## src/sv/nbc_pkg.sv

```systemverilog
// Package: shared constants, codes and types for the nearest-box selector.
package nbc_pkg;

	localparam int DEF_COORD_BITS = 12;
	localparam int SCREEN_BITS    = 13;
	localparam int CENTER_BITS    = 12;
	localparam int OFFSET_BITS    = 16;
	localparam int CLASS_BITS     = 8;
	localparam int CFG_IDX_BITS   = 2;
	localparam int CFG_DATA_BITS  = 16;
	localparam int QUEUE_DEPTH    = 4;

	localparam logic [SCREEN_BITS-1:0] SCREEN_W_RST = 13'd640;
	localparam logic [SCREEN_BITS-1:0] SCREEN_H_RST = 13'd640;
	localparam logic [OFFSET_BITS-1:0] OFFSET_RST   = 16'd62259;

	localparam logic [CLASS_BITS-1:0] CLASS_HEAD   = 8'd7;
	localparam logic [CLASS_BITS-1:0] CLASS_BODY_0 = 8'd0;
	localparam logic [CLASS_BITS-1:0] CLASS_BODY_1 = 8'd1;
	localparam logic [CLASS_BITS-1:0] CLASS_BODY_5 = 8'd5;
	localparam logic [CLASS_BITS-1:0] CLASS_BODY_6 = 8'd6;

	localparam logic ACT_ADD    = 1'b0;
	localparam logic ACT_FINISH = 1'b1;

	typedef enum logic [CFG_IDX_BITS-1:0] {
		REG_SCREEN_WIDTH  = 2'd0,
		REG_SCREEN_HEIGHT = 2'd1,
		REG_BODY_OFFSET   = 2'd2
	} nbc_reg_t;

	typedef enum logic [1:0] {
		KIND_HEAD   = 2'd0,
		KIND_BODY   = 2'd1,
		KIND_FINISH = 2'd2
	} nbc_kind_t;

	typedef struct packed {
		logic [CENTER_BITS-1:0] cx;
		logic [CENTER_BITS-1:0] cy;
		logic [OFFSET_BITS-1:0] body_offset;
	} nbc_cfg_t;

endpackage

```

## src/sv/nbc_if.sv

```systemverilog
// Interfaces: box input channel and selection result channel.
interface nbc_in_if #(parameter int COORD_BITS = 12);
	logic                  valid;
	logic                  ready;
	logic                  action;
	logic [COORD_BITS-1:0] box_x;
	logic [COORD_BITS-1:0] box_y;
	logic [COORD_BITS-1:0] box_w;
	logic [COORD_BITS-1:0] box_h;
	logic [7:0]            class_id;

	modport source (output valid, action, box_x, box_y, box_w, box_h, class_id, input ready);
	modport sink   (input valid, action, box_x, box_y, box_w, box_h, class_id, output ready);
endinterface

interface nbc_out_if #(parameter int COORD_BITS = 12);
	logic                  valid;
	logic                  ready;
	logic                  found;
	logic                  is_head;
	logic [COORD_BITS-1:0] sel_x;
	logic [COORD_BITS-1:0] sel_y;
	logic [COORD_BITS-1:0] sel_w;
	logic [COORD_BITS-1:0] sel_h;
	logic [7:0]            sel_class;

	modport source (output valid, found, is_head, sel_x, sel_y, sel_w, sel_h, sel_class,
		input ready);
	modport sink   (input valid, found, is_head, sel_x, sel_y, sel_w, sel_h, sel_class,
		output ready);
endinterface

```

## src/sv/nbc_front.sv

```systemverilog
// Front end: accepts items, classifies them and computes squared distances.
module nbc_front import nbc_pkg::*; #(
	parameter int COORD_BITS = DEF_COORD_BITS,
	parameter int DIST_BITS  = 27,
	parameter int ENTRY_BITS = 2 + 27 + 4 * 12 + 8
) (
	input  logic                  clk,
	input  logic                  arst_n,
	nbc_in_if.sink                in_ch,
	input  nbc_cfg_t              cfg,
	output logic                  q_push,
	input  logic                  q_ready,
	output logic [ENTRY_BITS-1:0] q_data
);

	localparam int PW = COORD_BITS + OFFSET_BITS;
	localparam int DW = (DIST_BITS - 1) / 2;

	logic advance;
	logic keep, acc;
	nbc_kind_t kind_in;

	logic                  valid_s1, valid_s2, valid_s3;
	nbc_kind_t             kind_s1, kind_s2, kind_s3;
	logic [COORD_BITS-1:0] x_s1, y_s1, w_s1, h_s1;
	logic [COORD_BITS-1:0] x_s2, y_s2, w_s2, h_s2;
	logic [COORD_BITS-1:0] x_s3, y_s3, w_s3, h_s3;
	logic [7:0]            cls_s1, cls_s2, cls_s3;
	logic [PW-1:0]         prod_s1;
	logic [DW-1:0]         dx_s2, dy_s2;
	logic [2*DW-1:0]       dxsq_s3, dysq_s3;

	logic [COORD_BITS:0] px, py;
	logic [DW-1:0]       pxe, pye, cxe, cye;
	logic [DIST_BITS-1:0] d2;

	assign advance     = !valid_s3 || q_ready;
	assign in_ch.ready = advance;
	assign acc         = in_ch.valid && advance;

	always_comb begin
		keep    = 1'b1;
		kind_in = KIND_FINISH;
		if (in_ch.action == ACT_ADD) begin
			if (in_ch.class_id == CLASS_HEAD) begin
				kind_in = KIND_HEAD;
			end else if (in_ch.class_id inside {CLASS_BODY_0, CLASS_BODY_1,
					CLASS_BODY_5, CLASS_BODY_6}) begin
				kind_in = KIND_BODY;
			end else begin
				keep = 1'b0;
			end
		end
	end

	always_comb begin
		px = {1'b0, x_s1} + {2'b00, w_s1[COORD_BITS-1:1]};
		if (kind_s1 == KIND_HEAD) begin
			py = {1'b0, y_s1} + {2'b00, h_s1[COORD_BITS-1:1]};
		end else begin
			py = {1'b0, y_s1} + {1'b0, prod_s1[PW-1:OFFSET_BITS]};
		end
		pxe = DW'(px);
		pye = DW'(py);
		cxe = DW'(cfg.cx);
		cye = DW'(cfg.cy);
	end

	always_ff @(posedge clk or negedge arst_n) begin
		if (!arst_n) begin
			valid_s1 <= 1'b0;
			valid_s2 <= 1'b0;
			valid_s3 <= 1'b0;
		end else if (advance) begin
			valid_s1 <= acc && keep;
			valid_s2 <= valid_s1;
			valid_s3 <= valid_s2;
		end
	end

	always_ff @(posedge clk) begin
		if (advance) begin
			kind_s1 <= kind_in;
			x_s1    <= in_ch.box_x;
			y_s1    <= in_ch.box_y;
			w_s1    <= in_ch.box_w;
			h_s1    <= in_ch.box_h;
			cls_s1  <= in_ch.class_id;
			prod_s1 <= PW'(in_ch.box_h) * PW'(cfg.body_offset);

			kind_s2 <= kind_s1;
			x_s2    <= x_s1;
			y_s2    <= y_s1;
			w_s2    <= w_s1;
			h_s2    <= h_s1;
			cls_s2  <= cls_s1;
			dx_s2   <= (pxe > cxe) ? pxe - cxe : cxe - pxe;
			dy_s2   <= (pye > cye) ? pye - cye : cye - pye;

			kind_s3 <= kind_s2;
			x_s3    <= x_s2;
			y_s3    <= y_s2;
			w_s3    <= w_s2;
			h_s3    <= h_s2;
			cls_s3  <= cls_s2;
			dxsq_s3 <= (2*DW)'(dx_s2) * (2*DW)'(dx_s2);
			dysq_s3 <= (2*DW)'(dy_s2) * (2*DW)'(dy_s2);
		end
	end

	assign d2     = DIST_BITS'(dxsq_s3) + DIST_BITS'(dysq_s3);
	assign q_push = valid_s3;
	assign q_data = {kind_s3, d2, x_s3, y_s3, w_s3, h_s3, cls_s3};

endmodule

```

## src/sv/nbc_fifo.sv

```systemverilog
// Small register queue between the front and back ends.
module nbc_fifo #(
	parameter int WIDTH = 8,
	parameter int DEPTH = 4
) (
	input  logic             clk,
	input  logic             arst_n,
	input  logic             push,
	output logic             push_ready,
	input  logic [WIDTH-1:0] push_data,
	output logic             pop_valid,
	input  logic             pop,
	output logic [WIDTH-1:0] pop_data
);

	localparam int AW = (DEPTH > 1) ? $clog2(DEPTH) : 1;
	localparam int CW = $clog2(DEPTH + 1);

	logic [WIDTH-1:0] mem_q [DEPTH];
	logic [AW-1:0]    wr_ptr_q, rd_ptr_q;
	logic [CW-1:0]    count_q;
	logic             do_push, do_pop;

	assign push_ready = count_q != CW'(DEPTH);
	assign pop_valid  = count_q != '0;
	assign do_push    = push && push_ready;
	assign do_pop     = pop && pop_valid;
	assign pop_data   = mem_q[rd_ptr_q];

	always_ff @(posedge clk or negedge arst_n) begin
		if (!arst_n) begin
			wr_ptr_q <= '0;
			rd_ptr_q <= '0;
			count_q  <= '0;
		end else begin
			if (do_push) begin
				wr_ptr_q <= (wr_ptr_q == AW'(DEPTH - 1)) ? '0 : wr_ptr_q + 1'b1;
			end
			if (do_pop) begin
				rd_ptr_q <= (rd_ptr_q == AW'(DEPTH - 1)) ? '0 : rd_ptr_q + 1'b1;
			end
			if (do_push && !do_pop) begin
				count_q <= count_q + 1'b1;
			end else if (do_pop && !do_push) begin
				count_q <= count_q - 1'b1;
			end
		end
	end

	always_ff @(posedge clk) begin
		if (do_push) begin
			mem_q[wr_ptr_q] <= push_data;
		end
	end

endmodule

```

## src/sv/nbc_back.sv

```systemverilog
// Back end: running head/body minima and the result register.
module nbc_back import nbc_pkg::*; #(
	parameter int COORD_BITS = DEF_COORD_BITS,
	parameter int DIST_BITS  = 27,
	parameter int ENTRY_BITS = 2 + 27 + 4 * 12 + 8
) (
	input  logic                  clk,
	input  logic                  arst_n,
	input  logic                  q_valid,
	output logic                  q_pop,
	input  logic [ENTRY_BITS-1:0] q_data,
	nbc_out_if.source             out_ch
);

	localparam int BOX_BITS = 4 * COORD_BITS + CLASS_BITS;

	nbc_kind_t            kind;
	logic [DIST_BITS-1:0] d2;
	logic [BOX_BITS-1:0]  box;

	logic                 head_seen_q, body_seen_q;
	logic [DIST_BITS-1:0] head_dist_q, body_dist_q;
	logic [BOX_BITS-1:0]  head_box_q, body_box_q;

	logic                 out_valid_q, found_q, is_head_q;
	logic [BOX_BITS-1:0]  sel_q;
	logic                 out_free;

	assign kind     = nbc_kind_t'(q_data[ENTRY_BITS-1 -: 2]);
	assign d2       = q_data[BOX_BITS +: DIST_BITS];
	assign box      = q_data[BOX_BITS-1:0];
	assign out_free = !out_valid_q || out_ch.ready;
	assign q_pop    = q_valid && (kind != KIND_FINISH || out_free);

	always_ff @(posedge clk or negedge arst_n) begin
		if (!arst_n) begin
			head_seen_q <= 1'b0;
			body_seen_q <= 1'b0;
			head_dist_q <= '1;
			body_dist_q <= '1;
			head_box_q  <= '0;
			body_box_q  <= '0;
			out_valid_q <= 1'b0;
		end else begin
			if (q_pop && kind == KIND_FINISH) begin
				out_valid_q <= 1'b1;
			end else if (out_ch.ready) begin
				out_valid_q <= 1'b0;
			end
			if (q_pop) begin
				case (kind)
					KIND_HEAD: begin
						if (!head_seen_q || d2 < head_dist_q) begin
							head_seen_q <= 1'b1;
							head_dist_q <= d2;
							head_box_q  <= box;
						end
					end
					KIND_BODY: begin
						if (!body_seen_q || d2 < body_dist_q) begin
							body_seen_q <= 1'b1;
							body_dist_q <= d2;
							body_box_q  <= box;
						end
					end
					KIND_FINISH: begin
						head_seen_q <= 1'b0;
						body_seen_q <= 1'b0;
						head_dist_q <= '1;
						body_dist_q <= '1;
						head_box_q  <= '0;
						body_box_q  <= '0;
					end
					default: ;
				endcase
			end
		end
	end

	always_ff @(posedge clk) begin
		if (q_pop && kind == KIND_FINISH) begin
			found_q   <= head_seen_q || body_seen_q;
			is_head_q <= head_seen_q;
			if (head_seen_q) begin
				sel_q <= head_box_q;
			end else if (body_seen_q) begin
				sel_q <= body_box_q;
			end else begin
				sel_q <= '0;
			end
		end
	end

	assign out_ch.valid     = out_valid_q;
	assign out_ch.found     = found_q;
	assign out_ch.is_head   = is_head_q;
	assign out_ch.sel_x     = sel_q[CLASS_BITS + 3*COORD_BITS +: COORD_BITS];
	assign out_ch.sel_y     = sel_q[CLASS_BITS + 2*COORD_BITS +: COORD_BITS];
	assign out_ch.sel_w     = sel_q[CLASS_BITS + COORD_BITS +: COORD_BITS];
	assign out_ch.sel_h     = sel_q[CLASS_BITS +: COORD_BITS];
	assign out_ch.sel_class = sel_q[CLASS_BITS-1:0];

endmodule

```

## src/sv/nearest_box_to_center_select.sv

```systemverilog
// Top level: nearest head/body box to screen centre, with configuration registers.
//
// Takes one box or finish transaction per cycle while the input is not stalled.
// A box passes a three-stage front end (aim-point multiply, centre differences,
// squares) into a four-entry queue; the back end pops one entry per cycle unless
// stalled and updates the head or body minimum. A finish goes through the front
// end and the queue to the result register, and only stalls the back end while an
// earlier result is not yet taken; the queue and front end fill and the input stalls.
module nearest_box_to_center_select import nbc_pkg::*; #(
	parameter int COORD_BITS = DEF_COORD_BITS
) (
	input  logic                     clk,
	input  logic                     arst_n,
	input  logic                     cfg_we,
	input  logic [CFG_IDX_BITS-1:0]  cfg_index,
	input  logic [CFG_DATA_BITS-1:0] cfg_wdata,
	nbc_in_if.sink                   in_ch,
	nbc_out_if.source                out_ch
);

	localparam int DW         = (COORD_BITS + 1 > CENTER_BITS) ? COORD_BITS + 1 : CENTER_BITS;
	localparam int DIST_BITS  = 2 * DW + 1;
	localparam int ENTRY_BITS = 2 + DIST_BITS + 4 * COORD_BITS + CLASS_BITS;

	logic [SCREEN_BITS-1:0] screen_w_q, screen_h_q;
	logic [OFFSET_BITS-1:0] offset_q;
	nbc_cfg_t               cfg;

	logic                  q_push, q_ready, q_valid, q_pop;
	logic [ENTRY_BITS-1:0] q_wdata, q_rdata;

	always_ff @(posedge clk or negedge arst_n) begin
		if (!arst_n) begin
			screen_w_q <= SCREEN_W_RST;
			screen_h_q <= SCREEN_H_RST;
			offset_q   <= OFFSET_RST;
		end else if (cfg_we) begin
			case (cfg_index)
				REG_SCREEN_WIDTH:  screen_w_q <= cfg_wdata[SCREEN_BITS-1:0];
				REG_SCREEN_HEIGHT: screen_h_q <= cfg_wdata[SCREEN_BITS-1:0];
				REG_BODY_OFFSET:   offset_q   <= cfg_wdata[OFFSET_BITS-1:0];
				default: ;
			endcase
		end
	end

	assign cfg.cx          = screen_w_q[SCREEN_BITS-1:1];
	assign cfg.cy          = screen_h_q[SCREEN_BITS-1:1];
	assign cfg.body_offset = offset_q;

	nbc_front #(
		.COORD_BITS (COORD_BITS),
		.DIST_BITS  (DIST_BITS),
		.ENTRY_BITS (ENTRY_BITS)
	) u_front (
		.clk     (clk),
		.arst_n  (arst_n),
		.in_ch   (in_ch),
		.cfg     (cfg),
		.q_push  (q_push),
		.q_ready (q_ready),
		.q_data  (q_wdata)
	);

	nbc_fifo #(
		.WIDTH (ENTRY_BITS),
		.DEPTH (QUEUE_DEPTH)
	) u_fifo (
		.clk        (clk),
		.arst_n     (arst_n),
		.push       (q_push),
		.push_ready (q_ready),
		.push_data  (q_wdata),
		.pop_valid  (q_valid),
		.pop        (q_pop),
		.pop_data   (q_rdata)
	);

	nbc_back #(
		.COORD_BITS (COORD_BITS),
		.DIST_BITS  (DIST_BITS),
		.ENTRY_BITS (ENTRY_BITS)
	) u_back (
		.clk     (clk),
		.arst_n  (arst_n),
		.q_valid (q_valid),
		.q_pop   (q_pop),
		.q_data  (q_rdata),
		.out_ch  (out_ch)
	);

endmodule
```

## src/flat_wrapper.sv

```systemverilog
// flat-port wrapper written by rule: the top's interface ports become plain ports
module nearest_box_to_center_select_flat import nbc_pkg::*;
#(
	parameter int COORD_BITS = DEF_COORD_BITS
)
  (clk, arst_n, cfg_we, cfg_index, cfg_wdata, in_ch_valid, in_ch_action, in_ch_box_x, in_ch_box_y, in_ch_box_w, in_ch_box_h, in_ch_class_id, in_ch_ready, out_ch_valid, out_ch_found, out_ch_is_head, out_ch_sel_x, out_ch_sel_y, out_ch_sel_w, out_ch_sel_h, out_ch_sel_class, out_ch_ready);
  nbc_in_if #(.COORD_BITS(COORD_BITS)) in_ch_i ();
  nbc_out_if #(.COORD_BITS(COORD_BITS)) out_ch_i ();
  input  logic clk;
  input  logic arst_n;
  input  logic cfg_we;
  input  logic [CFG_IDX_BITS-1:0] cfg_index;
  input  logic [CFG_DATA_BITS-1:0] cfg_wdata;
  input wire logic [$bits(in_ch_i.valid)-1:0] in_ch_valid;
  input wire logic [$bits(in_ch_i.action)-1:0] in_ch_action;
  input wire logic [$bits(in_ch_i.box_x)-1:0] in_ch_box_x;
  input wire logic [$bits(in_ch_i.box_y)-1:0] in_ch_box_y;
  input wire logic [$bits(in_ch_i.box_w)-1:0] in_ch_box_w;
  input wire logic [$bits(in_ch_i.box_h)-1:0] in_ch_box_h;
  input wire logic [$bits(in_ch_i.class_id)-1:0] in_ch_class_id;
  output wire logic [$bits(in_ch_i.ready)-1:0] in_ch_ready;
  output wire logic [$bits(out_ch_i.valid)-1:0] out_ch_valid;
  output wire logic [$bits(out_ch_i.found)-1:0] out_ch_found;
  output wire logic [$bits(out_ch_i.is_head)-1:0] out_ch_is_head;
  output wire logic [$bits(out_ch_i.sel_x)-1:0] out_ch_sel_x;
  output wire logic [$bits(out_ch_i.sel_y)-1:0] out_ch_sel_y;
  output wire logic [$bits(out_ch_i.sel_w)-1:0] out_ch_sel_w;
  output wire logic [$bits(out_ch_i.sel_h)-1:0] out_ch_sel_h;
  output wire logic [$bits(out_ch_i.sel_class)-1:0] out_ch_sel_class;
  input wire logic [$bits(out_ch_i.ready)-1:0] out_ch_ready;
  assign in_ch_i.valid = in_ch_valid;
  assign in_ch_i.action = in_ch_action;
  assign in_ch_i.box_x = in_ch_box_x;
  assign in_ch_i.box_y = in_ch_box_y;
  assign in_ch_i.box_w = in_ch_box_w;
  assign in_ch_i.box_h = in_ch_box_h;
  assign in_ch_i.class_id = in_ch_class_id;
  assign in_ch_ready = in_ch_i.ready;
  assign out_ch_valid = out_ch_i.valid;
  assign out_ch_found = out_ch_i.found;
  assign out_ch_is_head = out_ch_i.is_head;
  assign out_ch_sel_x = out_ch_i.sel_x;
  assign out_ch_sel_y = out_ch_i.sel_y;
  assign out_ch_sel_w = out_ch_i.sel_w;
  assign out_ch_sel_h = out_ch_i.sel_h;
  assign out_ch_sel_class = out_ch_i.sel_class;
  assign out_ch_i.ready = out_ch_ready;
  nearest_box_to_center_select #(.COORD_BITS(COORD_BITS)) u_core (.clk(clk), .arst_n(arst_n), .cfg_we(cfg_we), .cfg_index(cfg_index), .cfg_wdata(cfg_wdata), .in_ch(in_ch_i), .out_ch(out_ch_i));
endmodule
```

## config.mk

```make
export PLATFORM = sky130hd
export DESIGN_NAME = nearest_box_to_center_select_flat
export DESIGN_NICKNAME = d
export VERILOG_FILES = /design/src/sv/nbc_pkg.sv /design/src/sv/nbc_if.sv /design/src/sv/nbc_front.sv /design/src/sv/nbc_fifo.sv /design/src/sv/nbc_back.sv /design/src/sv/nearest_box_to_center_select.sv /design/src/flat_wrapper.sv
export SDC_FILE = /design/constraint.sdc
export NUM_CORES = 2
export LEC_CHECK = 0
export BUFFER_PORTS_ARGS = -buffer_cell sky130_fd_sc_hd__buf_2
export CAP_MARGIN = 20
export CORE_MARGIN = 1
export CORE_UTILIZATION = 45
export CTS_BUF_LIST = sky130_fd_sc_hd__clkbuf_16
export CTS_CLUSTER_DIAMETER = 50
export DETAILED_ROUTE_END_ITERATION = 6
export GPL_ROUTABILITY_DRIVEN = 0
export PLACE_DENSITY = 0.72
export SYNTH_ARGS = -nofsm -noshare
export SYNTH_HDL_FRONTEND = slang
export SYNTH_HIERARCHICAL = 1
export SYNTH_SLANG_ARGS = --single-unit
```

## constraint.sdc

```tcl
create_clock -name clk -period 16.5 [get_ports clk]
set_clock_uncertainty 0.2 [all_clocks]
set_input_delay 2.475 -clock clk [delete_from_list [all_inputs] [get_ports clk]]
set_output_delay 2.475 -clock clk [all_outputs]
set_load 0.1 [all_outputs]
```

## Word-level counts from Yosys, hierarchy flattened

Memories as Yosys holds them, arrays and structs flattened.
Index checks and enable logic that the tools add are counted.

- Add/sub/neg operators: 12
- Multipliers: 3
- $lt $le $gt $ge: 4
- Eq/ne operators: 14
- Mux-type cells: 30
- Reductions and logical operators: 36

Operator list:

| kind | number |
|---|---|
| $mux W56 | 4 |
| $pmux W56 S2 | 2 |
| $pmux W27 S2 | 2 |
| $lt A27 B27 Y1 | 2 |
| $mux W27 | 2 |
| $mul A13 B13 Y26 | 2 |
| $mux W13 | 3 |
| $mul A12 B16 Y28 | 1 |
| $add A26 B26 Y27 | 1 |
| $add A12 B11 Y13 | 2 |
| $gt A13 B12 Y1 | 2 |
| $sub A12 B13 Y13 | 2 |
| $sub A13 B12 Y13 | 2 |
| $eq A8 B3 Y1 const B | 3 |
| $add A12 B12 Y13 | 1 |
| $mux W1 | 9 |
| $eq A2 B2 Y1 const B | 4 |
| $eq A8 B1 Y1 const B | 1 |
| $logic_and A1 B1 Y1 | 8 |
| $logic_not A8 Y1 | 1 |
| $mux W2 | 4 |
| $reduce_bool A2 Y1 | 4 |
| $logic_not A1 Y1 | 6 |
| $logic_not A2 Y1 | 3 |
| other kinds (14) | 28 |

- Register bits after elaboration: 559
- RAM bits: 340
- Input bits: 80
- Output and inout bits: 60
- Word-level logic and storage cells: 143
- Memories kept: 1

Memories:

| memory | depth | bits a word | rd ports | clocked after memory_dff | write ports | RTL line | RTL |
|---|---|---|---|---|---|---|---|
| u_core.u_fifo.mem_q | 4 | 85 | 1 | 0 | 1 | nbc_fifo.sv:19 | `logic [WIDTH-1:0] mem_q [DEPTH];` |

## Depth between registers and ports, before layout

- Word-level depth: 8
- Mapped depth: 23
- Gate-level depth less buffers: 22

## Cells and area by module

The synthesis kept the hierarchy.

By module, submodules not included:

| module | times used | cells an instance | area each (µm²) | seq. area each (µm²) |
|---|---|---|---|---|
| nbc_front | 1 | 2638 | 27435.1 | 7942.6 |
| nbc_fifo | 1 | 482 | 12717.2 | 10385.0 |
| nbc_back | 1 | 808 | 10558.9 | 6038.3 |
| nearest_box_to_center_select | 1 | 86 | 1529.0 | 1018.5 |

## Least setup slack after synthesis

No wires, ideal clock.

- Path type: reg-to-output
- Start: register u_core.u_fifo.count_q[0]
- End: output in_ch_ready
- Data arrival time: 7517 ps
- Path slack: 6308 ps
- Cell stages (with the launch flop): 4
- Path buffers: 0
- Cells stage by stage: dfrtp_1 > nor2_1 > nand2_1 > nand2b_1

- Word-level cells in the longest chain between the ends: 2

RTL lines:

| element | RTL line | RTL |
|---|---|---|
| start: declaration | nbc_fifo.sv:21 | `logic [CW-1:0] count_q;` |
| start signal: assignment | nbc_fifo.sv:43 | `count_q <= count_q + 1'b1;` |
| start signal: assignment | nbc_fifo.sv:45 | `count_q <= count_q - 1'b1;` |
| $ne A3 B3 Y1 | nbc_fifo.sv:24 | `assign push_ready = count_q != CW'(DEPTH);` |
| net u_core.q_ready | nearest_box_to_center_select.sv:29 | `logic q_push, q_ready, q_valid, q_pop;` |
| $logic_or A1 B1 Y1 | nbc_front.sv:37 | `assign advance = !valid_s3 \|\| q_ready;` |
| end: declaration | flat_wrapper.sv:21 | `output wire logic [$bits(in_ch_i.ready)-1:0] in_ch_ready;` |

The timed path passes the listed nets, and every way through them passes these cells.

## Worst setup path in the final report

- Start: input in_ch_box_h[3]
- End: register u_core.u_front.prod_s1[26] (data pin)

- Word-level cells in the longest chain between the ends: 1

RTL lines:

| element | RTL line | RTL |
|---|---|---|
| start: declaration | flat_wrapper.sv:19 | `input wire logic [$bits(in_ch_i.box_h)-1:0] in_ch_box_h;` |
| $mul A12 B16 Y28 | nbc_front.sv:89 | `prod_s1 <= PW'(in_ch.box_h) * PW'(cfg.body_offset);` |
| end signal: assignment | nbc_front.sv:89 |  |
| end: declaration | nbc_front.sv:29 | `logic [PW-1:0] prod_s1;` |

Every way passes these cells.
A chain may end at the register's enable or synchronous reset.

==> results.py <==
metrics = {
    "detailed_routing": {
        "first_pass_iters": 7,
        "wl_um": 109000,
        "wire_per_inst_um": 19.0,
        "vias": 30400,
        "viasPerCell": 5.29,
        "drc": 32,
        "drt.antenna.violating_nets": 0,
        "drtIter0Drc": 1999,
    },
    "grt": {
        "grt_max_degree": 91,
        "antenna_found_initial": 11,
        "grt_usage": 0.187,
        "overflow": 0,
        "grt_pass1_vias": 31300,
        "grt_pass1_wl_um": 172000,
    },
    "timing": {
        "slew_viol_final": 0,
        "tightestPinTransition_ps": 1110,
        "whs_ps": 218,
        "setup_violations": 0,
        "fin_tns_setup_ps": 0,
        "fmax_mhz": 140,
        "rsz0062_at_grt": "no",
        "slew_headroom": 0.257,
        "fin_crit_ps": 7130,
        "fin_crit_sh": 0.432,
        "hold_violations": 0,
    },
    "logic_synthesis": {
        "yosysMostFrequentCell": "inv_1",
        "synth_top_area_frac": 0.379,
        "synth.net_count": 4784,
        "syn_inst": 4014,
        "ys.warnings.count": 6,
        "synth_edf_count": 660,
        "yosysUniqueCellTypes": 90,
        "synth_common_cells": "673 x inv_1, 660 x edfxtp_1, 354 x ha_1, 336 x fa_1, 270 x nand2_1",
        "seq_area_frac_synth": 0.486,
        "synth_seq_cells": 879,
        "synthTopCellsByArea": "edfxtp_1 38%, fa_1 13%, ha_1 8.5%, dfrtp_1 7.2%, inv_1 4.8%",
        "async_flop_share": 0.249,
        "avgSynthCellArea_um2": 13.0,
        "synthFlopType": "edfxtp_1",
        "yosys.area.top_type": "edfxtp_1",
        "mappedNetlistArea_um2": 52200,
    },
    "cts": {
        "path_clk_slew_ps": 60,
        "cts_tree": "built",
        "insertion_delay_ps": 680,
        "htreeDepth": 3,
        "cts_hold_buf": 0,
        "cts-buffers-inserted": 98,
        "root_buffer": "clkbuf_16",
        "cts_resized": 0,
        "cts.sinks": 879,
        "post-cts-setup-buffer-count": 0,
        "clock_path_buffers": 3,
    },
    "setup_path": {
        "critPathRequiredTime_ps": 16730,
        "slowest_stage": "fa_1",
        "critPathMaxFanout": 17,
        "crit_family": "adder cells",
        "crit_top_cell": "fa_1",
        "arrival_ps": 7360,
        "startpoint_type": "input pin",
        "path_cells": "buf_2 -> nand2_1 -> fa_1 -> fa_1 -> fa_1 -> inv_1 -> fa_1 -> fa_1 -> ha_1 -> nand4_1 -> nor2_1 -> a211oi_1 -> o211a_1 -> nor3_1 -> a2111o_1 -> a21oi_1 -> xnor2_1",
        "end_kind": "flop",
        "worstSetupPathType": "input pin to flop",
        "slowest_delay_ps": 590,
        "crit_buf_inv": 2,
    },
    "die": {
        "start_util": 0.456,
        "rows": 124,
        "coreArea_um2": 115000,
        "dieHeight_um": 343,
        "fp.dieW_um": 343,
        "io_pins": 140,
        "dieArea_um2": 117000,
    },
    "job": {
        "cap_violations": 0,
    },
    "placed_design": {
        "hpwl_um": 76700,
        "numPortBuffers": 139,
    },
    "run_status": {
        "outcome": "finished, violations left",
        "violations": "design-rule violations",
    },
    "hold_path": {
        "hold_class": "flop to flop",
    },
    "final_layout": {
        "layout-drive-gt1-share": 0.166,
        "fillers": 9538,
        "area_growth_pct": 10.8,
        "final_nets": 4913,
    },
}
## worst reg2reg max path, stage by stage, from the launching register on
cell and delay, ps:
edfxtp_1 730, nand2_1 240, fa_1 550, fa_1 520, inv_1 60, fa_1 500
fa_1 550, inv_1 50, fa_1 470, inv_1 40, ha_1 360, and3_1 270
nand2_1 110, nor2_1 140, o31ai_2 100, a311oi_1 700, a221o_1 340, or4_1 130
nand3_1 60
## layout by cell type, fill, tap and decap left out, types with 49 or more instances in the layout
cell	n
mux2i_1	49
xnor2_1	79
nor2_1	108
a22o_1	56
nand2_1	270
and2_1	188
dfrtp_1	148
buf_2	138
o21ai_0	53
edfxtp_1	660
clkbuf_16	98
inv_1	686
ha_1	354
a21oi_1	144
a21o_1	58
dfstp_2	68
fa_1	336
mux2_2	131
xor2_1	55
mux4_2	85
## registers in the layout (all words and copies together) (netlist names), 13 cells and up
signal and cells:
u_core/u_front/dx_s2 13, u_core/u_back/head_box_q 56, u_core/offset_q 16, u_core/u_back/sel_q 56, u_core/u_front/dxsq_s3 25, u_core/u_front/dysq_s3 25, u_core/u_back/body_box_q 56, u_core/u_fifo/mem_q 340
u_core/u_back/body_dist_q 27, u_core/u_back/head_dist_q 27, u_core/u_front/dy_s2 13
## per-stage QoR
stage | cells | setup WS (ps) | utilization | cell area [µm²]
floorplan | 4014 | 6310 | - | 52200
global placement | 5555 | 8740 | 0.475 | 54400
detailed placement | 5555 | 8690 | 0.475 | 54400
CTS | 5740 | 9430 | 0.505 | 57900
global route | 5740 | 9150 | 0.505 | 57900
finish | 5742 | 9370 | 0.505 | 57900
## layout make-up
| class | instances | area, µm² | share of cell area |
|---|---|---|---|
| clock buffer | 98 | 2450 | 0.0424 |
| multi-input combinational | 2328 | 23700 | 0.410 |
| sequential | 879 | 25400 | 0.439 |
| timing repair buffer | 163 | 886 | 0.0153 |
| tap | 1512 | 1890 | 0.0327 |
| inverter | 673 | 2530 | 0.0437 |
| antenna | 2 | 5.00 | 0.0000865 |
| clock inverter | 87 | 977 | 0.0169 |
## worst paths after layout
check	start	endpoint	slack (ps)	cells after the start
max in group asynchronous	arst_n	u_core/u_fifo/rd_ptr_q[1]	12850	2
hold / removal	u_core/u_front/y_s2[8]	u_core/u_front/y_s3[8]	220	0
setup / recovery	in_ch_box_h[3]	u_core/u_front/prod_s1[26]	9370	17
hold reg to reg	u_core/u_front/y_s2[8]	u_core/u_front/y_s3[8]	220	0
setup reg to reg	u_core/u_front/dy_s2[3]	u_core/u_front/dysq_s3[23]	10090	18
min in group asynchronous	arst_n	u_core/screen_w_q[6]	1700	1
## cell families after synthesis
kind of cell             Yosys count  share of synthesized area
AO/OA/AOI/OAI                    446                     0.0596
XOR/XNOR                         134                     0.0225
adder cells (fa/ha/maj)          690                      0.214
AND/OR/NAND/NOR                  751                     0.0712
multiplexers                     307                     0.0862
buffers and inverters            807                     0.0611
flip-flops                       879                      0.486
## per-layer routing
metal  routed length (µm)  vias to the layer above  global-route usage
met1                47700                    15500               0.255
met3                 6840                      156              0.0366
li1                     -                    14000                   -
met4                 2010                       22              0.0430
met2                52200                      794               0.309
met5                  134                        -                   0
Power is not shown: default switching activity piles up to over one toggle a cycle in this logic, so the estimate is an artifact.
